--- src/sv/tksr_pkg.sv ---
// Shared types and codes for the two-key SOCD resolver.
// Holds configuration, result and queue entry types; no dependencies.
`default_nettype none

package tksr_pkg;

    localparam int QUEUE_DEPTH = 2;

    localparam logic [1:0] MODE_PRESS   = 2'd0;
    localparam logic [1:0] MODE_RELEASE = 2'd1;

    localparam logic [2:0] POLICY_LAST      = 3'd0;
    localparam logic [2:0] POLICY_PRIMARY   = 3'd1;
    localparam logic [2:0] POLICY_SECONDARY = 3'd2;
    localparam logic [2:0] POLICY_NEUTRAL   = 3'd3;
    localparam logic [2:0] POLICY_DISTANCE  = 3'd4;

    localparam logic [1:0] REG_PRIMARY_KEY = 2'd0;
    localparam logic [1:0] REG_SECOND_KEY  = 2'd1;
    localparam logic [1:0] REG_POLICY      = 2'd2;
    localparam logic [1:0] REG_BOTTOM_OUT  = 2'd3;

    localparam logic ACT_REGISTER   = 1'b0;
    localparam logic ACT_UNREGISTER = 1'b1;

    typedef struct packed {
        logic [7:0] primary_key;
        logic [7:0] second_key;
        logic [2:0] policy;
        logic [7:0] bottom_out;
    } cfg_t;

    typedef struct packed {
        logic       action;
        logic [7:0] key;
        logic [7:0] keycode;
    } result_t;

    typedef struct packed {
        logic    two;
        result_t res_a;
        result_t res_b;
    } job_t;

endpackage

`default_nettype wire

--- src/sv/tksr_front.sv ---
// Front end: accepts key events, updates the per-side state and builds
// the zero, one or two results each event causes. Depends on tksr_pkg.
`default_nettype none

module tksr_front (
    input  wire logic             clk,
    input  wire logic             rst_n,
    input  wire tksr_pkg::cfg_t   cfg,
    input  wire logic             in_valid,
    output logic                  in_ready,
    input  wire logic [7:0]       key_position,
    input  wire logic [1:0]       mode,
    input  wire logic [7:0]       keycode,
    input  wire logic [7:0]       distance_primary,
    input  wire logic [7:0]       distance_secondary,
    input  wire logic             queue_full,
    output logic                  push,
    output tksr_pkg::job_t        push_job
);
    import tksr_pkg::*;

    logic [1:0][7:0] active_reg;
    logic [1:0][7:0] active_next;
    logic [1:0]      registered_reg;
    logic [1:0]      registered_next;

    logic            side;
    logic [1:0][7:0] keys;
    logic [1:0]      reg_a;
    logic [1:0]      want;
    logic            rel_hit;
    logic            chg0;
    logic            chg1;
    logic [7:0]      dist_s;
    logic [7:0]      dist_o;
    logic            accept;
    result_t         r_rel;
    result_t         r0;
    result_t         r1;

    assign in_ready = !queue_full;
    assign accept   = in_valid && in_ready;

    always_comb
    begin
        keys[0]     = cfg.primary_key;
        keys[1]     = cfg.second_key;
        side        = (key_position == cfg.primary_key) ? 1'b0 : 1'b1;
        dist_s      = side ? distance_secondary : distance_primary;
        dist_o      = side ? distance_primary : distance_secondary;
        active_next = active_reg;
        reg_a       = registered_reg;
        rel_hit     = 1'b0;
        if (mode == MODE_PRESS)
        begin
            active_next[side] = keycode;
        end
        else if (mode == MODE_RELEASE)
        begin
            rel_hit           = registered_reg[side];
            reg_a[side]       = 1'b0;
            active_next[side] = '0;
        end

        want[0] = active_next[0] != '0;
        want[1] = active_next[1] != '0;
        if (want[0] && want[1])
        begin
            if (cfg.bottom_out != '0 && distance_primary >= cfg.bottom_out
                && distance_secondary >= cfg.bottom_out)
            begin
                want = 2'b11;
            end
            else if (cfg.policy == POLICY_DISTANCE)
            begin
                want[side]  = dist_s >= dist_o;
                want[~side] = !(dist_s >= dist_o);
            end
            else if (mode == MODE_PRESS)
            begin
                want[side] = (cfg.policy != POLICY_NEUTRAL)
                    && ((cfg.policy == POLICY_LAST)
                        || (cfg.policy == POLICY_PRIMARY && !side)
                        || (cfg.policy == POLICY_SECONDARY && side));
                want[~side] = (cfg.policy != POLICY_NEUTRAL) && !want[side];
            end
            else
            begin
                want = reg_a;
            end
        end
        registered_next = want;
    end

    always_comb
    begin
        r_rel.action  = ACT_UNREGISTER;
        r_rel.key     = keys[side];
        r_rel.keycode = active_reg[side];
        r0.action     = want[0] ? ACT_REGISTER : ACT_UNREGISTER;
        r0.key        = keys[0];
        r0.keycode    = active_next[0];
        r1.action     = want[1] ? ACT_REGISTER : ACT_UNREGISTER;
        r1.key        = keys[1];
        r1.keycode    = active_next[1];
        chg0          = want[0] != reg_a[0];
        chg1          = want[1] != reg_a[1];

        // A release never changes its own side a second time, so at most
        // two of the three possible results are present.
        if (rel_hit)
        begin
            push_job.two   = chg0 || chg1;
            push_job.res_a = r_rel;
            push_job.res_b = chg0 ? r0 : r1;
        end
        else if (chg0)
        begin
            push_job.two   = chg1;
            push_job.res_a = r0;
            push_job.res_b = r1;
        end
        else
        begin
            push_job.two   = 1'b0;
            push_job.res_a = r1;
            push_job.res_b = r1;
        end
        push = accept && (rel_hit || chg0 || chg1);
    end

    always_ff @(posedge clk or negedge rst_n)
    begin
        if (!rst_n)
        begin
            active_reg     <= '0;
            registered_reg <= '0;
        end
        else if (accept)
        begin
            active_reg     <= active_next;
            registered_reg <= registered_next;
        end
    end

endmodule

`default_nettype wire

--- src/sv/tksr_queue.sv ---
// Short queue of result jobs between the front end and the output stage.
// Depends on tksr_pkg for the job type.
`default_nettype none

module tksr_queue #(
    parameter int DEPTH = tksr_pkg::QUEUE_DEPTH
) (
    input  wire logic           clk,
    input  wire logic           rst_n,
    input  wire logic           push,
    input  wire tksr_pkg::job_t push_job,
    output logic                full,
    input  wire logic           pop,
    output tksr_pkg::job_t      pop_job,
    output logic                empty
);
    import tksr_pkg::*;

    localparam int AW = (DEPTH > 1) ? $clog2(DEPTH) : 1;
    localparam int CW = $clog2(DEPTH + 1);

    job_t            mem_reg [DEPTH];
    logic [AW-1:0]   wr_ptr_reg;
    logic [AW-1:0]   wr_ptr_next;
    logic [AW-1:0]   rd_ptr_reg;
    logic [AW-1:0]   rd_ptr_next;
    logic [CW-1:0]   count_reg;
    logic [CW-1:0]   count_next;
    logic            do_push;
    logic            do_pop;

    assign full    = count_reg == CW'(DEPTH);
    assign empty   = count_reg == '0;
    assign do_push = push && !full;
    assign do_pop  = pop && !empty;
    assign pop_job = mem_reg[rd_ptr_reg];

    always_comb
    begin
        wr_ptr_next = wr_ptr_reg;
        rd_ptr_next = rd_ptr_reg;
        count_next  = count_reg;
        if (do_push)
        begin
            wr_ptr_next = (wr_ptr_reg == AW'(DEPTH - 1)) ? '0 : wr_ptr_reg + 1'b1;
        end
        if (do_pop)
        begin
            rd_ptr_next = (rd_ptr_reg == AW'(DEPTH - 1)) ? '0 : rd_ptr_reg + 1'b1;
        end
        if (do_push && !do_pop)
        begin
            count_next = count_reg + 1'b1;
        end
        else if (do_pop && !do_push)
        begin
            count_next = count_reg - 1'b1;
        end
    end

    always_ff @(posedge clk or negedge rst_n)
    begin
        if (!rst_n)
        begin
            wr_ptr_reg <= '0;
            rd_ptr_reg <= '0;
            count_reg  <= '0;
        end
        else
        begin
            wr_ptr_reg <= wr_ptr_next;
            rd_ptr_reg <= rd_ptr_next;
            count_reg  <= count_next;
        end
    end

    always_ff @(posedge clk)
    begin
        if (do_push)
        begin
            mem_reg[wr_ptr_reg] <= push_job;
        end
    end

endmodule

`default_nettype wire

--- src/sv/tksr_back.sv ---
// Output stage: takes jobs from the queue and presents their results one
// item per cycle on the output channel while out_ready is high. Depends on tksr_pkg.
`default_nettype none

module tksr_back (
    input  wire logic           clk,
    input  wire logic           rst_n,
    input  wire logic           empty,
    output logic                pop,
    input  wire tksr_pkg::job_t pop_job,
    output logic                out_valid,
    input  wire logic           out_ready,
    output logic                action,
    output logic [7:0]          out_key,
    output logic [7:0]          out_keycode,
    output logic                last
);
    import tksr_pkg::*;

    logic    busy_reg;
    logic    busy_next;
    logic    phase_reg;
    logic    phase_next;
    job_t    job_reg;
    job_t    job_next;
    logic    done;
    result_t cur;

    assign done = busy_reg && out_ready && (phase_reg || !job_reg.two);
    assign pop  = !empty && (!busy_reg || done);

    always_comb
    begin
        busy_next  = busy_reg;
        phase_next = phase_reg;
        job_next   = job_reg;
        if (pop)
        begin
            busy_next  = 1'b1;
            phase_next = 1'b0;
            job_next   = pop_job;
        end
        else if (done)
        begin
            busy_next = 1'b0;
        end
        else if (busy_reg && out_ready)
        begin
            phase_next = 1'b1;
        end
    end

    always_comb
    begin
        cur         = phase_reg ? job_reg.res_b : job_reg.res_a;
        out_valid   = busy_reg;
        action      = cur.action;
        out_key     = cur.key;
        out_keycode = cur.keycode;
        last        = phase_reg || !job_reg.two;
    end

    always_ff @(posedge clk or negedge rst_n)
    begin
        if (!rst_n)
        begin
            busy_reg  <= 1'b0;
            phase_reg <= 1'b0;
        end
        else
        begin
            busy_reg  <= busy_next;
            phase_reg <= phase_next;
        end
    end

    always_ff @(posedge clk)
    begin
        job_reg <= job_next;
    end

endmodule

`default_nettype wire

--- src/sv/two_key_socd_resolver.sv ---
// Two-key SOCD resolver: configuration, front end, job queue and output stage;
// depends on tksr_pkg, tksr_front, tksr_queue and tksr_back.
// An item's results pass through the queue and the output stage's job register.
// Throughput: one result item per cycle while out_ready is high; an item with no
// result never enters the queue. Reset: asynchronous; clears key state, queue
// and output; configuration returns to 0, 1, last-pressed policy, bottom-out off.
`default_nettype none

module two_key_socd_resolver #(
    parameter int QUEUE_DEPTH = tksr_pkg::QUEUE_DEPTH
) (
    input  wire logic       clk,
    input  wire logic       rst_n,
    input  wire logic       cfg_we,
    input  wire logic [1:0] cfg_index,
    input  wire logic [7:0] cfg_data,
    input  wire logic       in_valid,
    output logic            in_ready,
    input  wire logic [7:0] key_position,
    input  wire logic [1:0] mode,
    input  wire logic [7:0] keycode,
    input  wire logic [7:0] distance_primary,
    input  wire logic [7:0] distance_secondary,
    output logic            out_valid,
    input  wire logic       out_ready,
    output logic            action,
    output logic [7:0]      out_key,
    output logic [7:0]      out_keycode,
    output logic            last
);
    import tksr_pkg::*;

    cfg_t cfg_reg;
    logic queue_full;
    logic queue_empty;
    logic push;
    logic pop;
    job_t push_job;
    job_t pop_job;

    always_ff @(posedge clk or negedge rst_n)
    begin
        if (!rst_n)
        begin
            cfg_reg.primary_key <= 8'd0;
            cfg_reg.second_key  <= 8'd1;
            cfg_reg.policy      <= POLICY_LAST;
            cfg_reg.bottom_out  <= 8'd0;
        end
        else if (cfg_we)
        begin
            unique case (cfg_index)
                REG_PRIMARY_KEY: cfg_reg.primary_key <= cfg_data;
                REG_SECOND_KEY:  cfg_reg.second_key  <= cfg_data;
                REG_POLICY:      cfg_reg.policy      <= cfg_data[2:0];
                REG_BOTTOM_OUT:  cfg_reg.bottom_out  <= cfg_data;
                default:         cfg_reg.bottom_out  <= cfg_reg.bottom_out;
            endcase
        end
    end

    tksr_front u_front (
        .clk                (clk),
        .rst_n              (rst_n),
        .cfg                (cfg_reg),
        .in_valid           (in_valid),
        .in_ready           (in_ready),
        .key_position       (key_position),
        .mode               (mode),
        .keycode            (keycode),
        .distance_primary   (distance_primary),
        .distance_secondary (distance_secondary),
        .queue_full         (queue_full),
        .push               (push),
        .push_job           (push_job)
    );

    tksr_queue #(
        .DEPTH (QUEUE_DEPTH)
    ) u_queue (
        .clk      (clk),
        .rst_n    (rst_n),
        .push     (push),
        .push_job (push_job),
        .full     (queue_full),
        .pop      (pop),
        .pop_job  (pop_job),
        .empty    (queue_empty)
    );

    tksr_back u_back (
        .clk         (clk),
        .rst_n       (rst_n),
        .empty       (queue_empty),
        .pop         (pop),
        .pop_job     (pop_job),
        .out_valid   (out_valid),
        .out_ready   (out_ready),
        .action      (action),
        .out_key     (out_key),
        .out_keycode (out_keycode),
        .last        (last)
    );

endmodule

`default_nettype wire

--- config.mk ---
export PLATFORM = sky130hd
export DESIGN_NAME = two_key_socd_resolver
export DESIGN_NICKNAME = d
export VERILOG_FILES = /design/src/sv/tksr_pkg.sv /design/src/sv/tksr_front.sv /design/src/sv/tksr_queue.sv /design/src/sv/tksr_back.sv /design/src/sv/two_key_socd_resolver.sv
export SDC_FILE = /design/constraint.sdc
export NUM_CORES = 1
export LEC_CHECK = 0
export BUFFER_PORTS_ARGS = -buffer_cell sky130_fd_sc_hd__buf_2
export CORE_ASPECT_RATIO = 0.6
export CORE_UTILIZATION = 55
export DETAILED_ROUTE_END_ITERATION = 16
export HOLD_SLACK_MARGIN = 0.1
export PLACE_DENSITY = 0.75
export REMOVE_ABC_BUFFERS = 1
export SYNTH_ARGS = -nofsm -noshare
export SYNTH_HDL_FRONTEND = slang
export SYNTH_SLANG_ARGS = --single-unit
export TNS_END_PERCENT = 50
--- constraint.sdc ---
create_clock -name clk -period 6.4 [get_ports clk]
set_input_delay 0 -clock clk [delete_from_list [all_inputs] [get_ports clk]]
set_output_delay 0 -clock clk [all_outputs]
set_load 0.02 [all_outputs]
==> metrics <==
WHS Path Cells=3; pre-CTS setup slack=1760 ps; Slew Viols, Final=0; number of DRC markers in iteration 0=590; Sw Share=0.348; total routed wirelength=18,200 um; Tmin final=4750 ps; Comb pwr share=0.313; post-route ant nets=0; Power Internal=2.53 mW; Mapped Area=0.00774 mm2; unrepaired setup endpoints after global routing=false; pin count of the biggest net entering global routing=52; first-pass GRT wire length=28,400 um; Root Driver=clkbuf_16; Worst Min Path Start=keycode[6]; crit path DAT=4820 ps; via density per instance=5.86; Final Wtd Congestion=0.945; CTS resizes=0; setup slack after layout=1650 ps; fillers=1,014; GRT Util Overall=0.266; status=completed; Final Hold Fails=0; Cell variety after synth=69; syn avg cell area=12.8 um2; register area share after synthesis=0.573; Psw=1.35 mW; leading cell type in the layout, fill and taps excluded=edfxtp_1; FMAX=210 MHz; Worst Path Max Fanout=35; peak supply drop=0.000226 V; Chip Width=155 um; Yosys reg bits=156; vias in the first global route=4,932; R2R Path Start=cfg_reg[26]; Clock power frac=0.259; Worst Max-Slew Pin Slew=1160 ps; Syn. warnings=0; drt first pass iters=5; die area=0.0146 mm2; final instance area=0.00905 mm2; required time of the critical path=6460 ps; Final period util=0.743; Synth Flop Type=edfxtp_1; reg2reg end=u_queue.mem_reg[0][30]; I/O pin count=69; Routed WL per cell=20.2 um; share of cells above drive strength 1=0.324; Setup Crit Path Kind=flop to flop; P per Cell Area=429 mW/mm2; core area=0.0137 mm2; Inserted Diodes=0; P_leak=3.56 nW; via count=5,272; setup TNS=0 ps; EDFF count, synth=105; clock slew at the register clock pins of the worst setup and hold paths=70 ps; startpoint types=flop; # Max-Cap Violations=0; Synth Instances=603; Slew HR=0.228; # DRC=0; Reg area=0.00443 mm2; hold crit path type=input pin to flop; FF-to-FF setup slack=1650 ps; number of port buffers=68; hold_ws=153 ps; final setup skew=15.9 ps; Final Setup Violations=0; fin nets=760; GRT Residual Overflow=0; most frequent cells in the layout=105 x edfxtp_1, 95 x mux2_2, 68 x buf_2, 52 x nand2_1, 50 x dfrtp_1; worst skew pair latency=430 ps; initial antenna violation count=0; Async SR Flop Fraction=0.327; Multi-input gate area=0.00312 mm2; row cnt=33; hold endpoint=u_front.active_reg[6]; Clock Sinks=156; Area growth, synth to finish=16.9%; Seq pwr share=0.428; r2r worst-path depth=11; clk buf depth=2; CP endpoint kind=flop; CTS tree=built; Num CTS Buffers=17; DP HPWL=12,700 um; max reg flops=70; Initial Utilization=0.564; Post-Place Cell Area=0.00826 mm2; Die Ht=93.9 um; htree depth=4
## cell families (layout without fill, tap and decap cells)
group | Yosys count | count (layout) | synth area share
fa+ha+maj | 18 | 18 | 0.0288
xor+xnor | 15 | 15 | 0.0170
compound gates | 117 | 117 | 0.101
simple gates | 145 | 145 | 0.0961
mux | 108 | 108 | 0.160
flops | 156 | 156 | 0.573
buf+inv | 44 | 148 | 0.0241
## worst max-delay path by stage
stage,startpoint,to,slack [ps]
final,cfg_reg[26],u_queue.mem_reg[0][30],1650
after global routing,cfg_reg[26],u_queue.mem_reg[0][30],1410
after CTS,cfg_reg[26],u_queue.mem_reg[0][22],1750
after detailed placement,cfg_reg[26],u_queue.mem_reg[0][11],1760
after global placement,cfg_reg[26],u_queue.mem_reg[0][15],2010
after floorplan,cfg_reg[26],u_queue.mem_reg[0][0],1460
## synthesized netlist by cell type (3+ instances only)
cell      count  area, um2
nand2b_1      8       50.1
nor4_1        3       18.8
ha_1         17        213
a211oi_1     16        120
dfrtp_1      50       1250
mux2_2       95       1070
mux2i_1       5       50.1
a21o_1        4       30.0
or4_1         3       22.5
clkbuf_1     14       52.6
a21oi_1      21        105
o21ai_0      35        175
nand4_1       3       18.8
inv_1        22       82.6
a31oi_1       3       18.8
nor2_1       28        105
nand2_1      52        195
a221oi_1      5       43.8
o21a_1        3       22.5
mux2_4        8        120
and4_1        4       35.0
nor2b_1      10       62.6
edfxtp_1    105       3150
nor3_1        4       20.0
xor2_1       13        114
nand3b_1      3       22.5
nand3_1      11       55.1
## routing by layer
| layer | vias to the layer above | global-route usage | share of wire |
|---|---|---|---|
| li1 | 2453 | - | - |
| met1 | 2567 | 0.424 | 0.51 |
| met2 | 227 | 0.350 | 0.41 |
| met3 | 25 | 0.0720 | 0.078 |
| met4 | 0 | 0.0685 | 0.011 |
| met5 | - | 0 | 0 |
## critical path, stage by stage, from the launching register on
cell and delay (ps):
dfrtp_1 410, xor2_1 180, nor4_2 550, nand2_1 650, o21ai_0 380, a211oi_1 120, o311a_2 450, nor3_2 520
nor2_2 160, a31oi_2 330, nor2b_2 190, buf_4 410
## area by class of cell
cell class,instances,area share
Multi-Input combinational cell,403,0.345
Tap cell,192,0.0266
Clock buffer,17,0.0470
Clock inverter,15,0.0185
Timing Repair Buffer,93,0.0636
Sequential cell,156,0.490
Inverter,23,0.00954
## power by group through the flow
stage	Sequential (mW)	Clock, mW	Combinational, mW
final	1.66	1.01	1.22
after global routing	1.69	1.06	1.32
after CTS	1.65	1.02	1.21
after detailed placement	1.67	0	1.19
after global placement	1.65	0	1.16
after floorplan	1.64	0	0.834
## per-stage QoR
step	std cells	util	power [mW]
2_1_floorplan	582	-	2.48
6_report	899	0.660	3.88
3_5_place_dp	848	0.603	2.86
4_1_cts	899	0.660	3.88
3_3_place_gp	848	0.603	2.81
5_1_grt	899	0.660	4.07
## timing repair
| action | CTS | global route |
|---|---|---|
| setup buffers | 0 | 0 |
| hold endpoints to repair | 89 | 0 |
| hold buffers | 19 | 0 |
(Power assumes the default switching activity.)
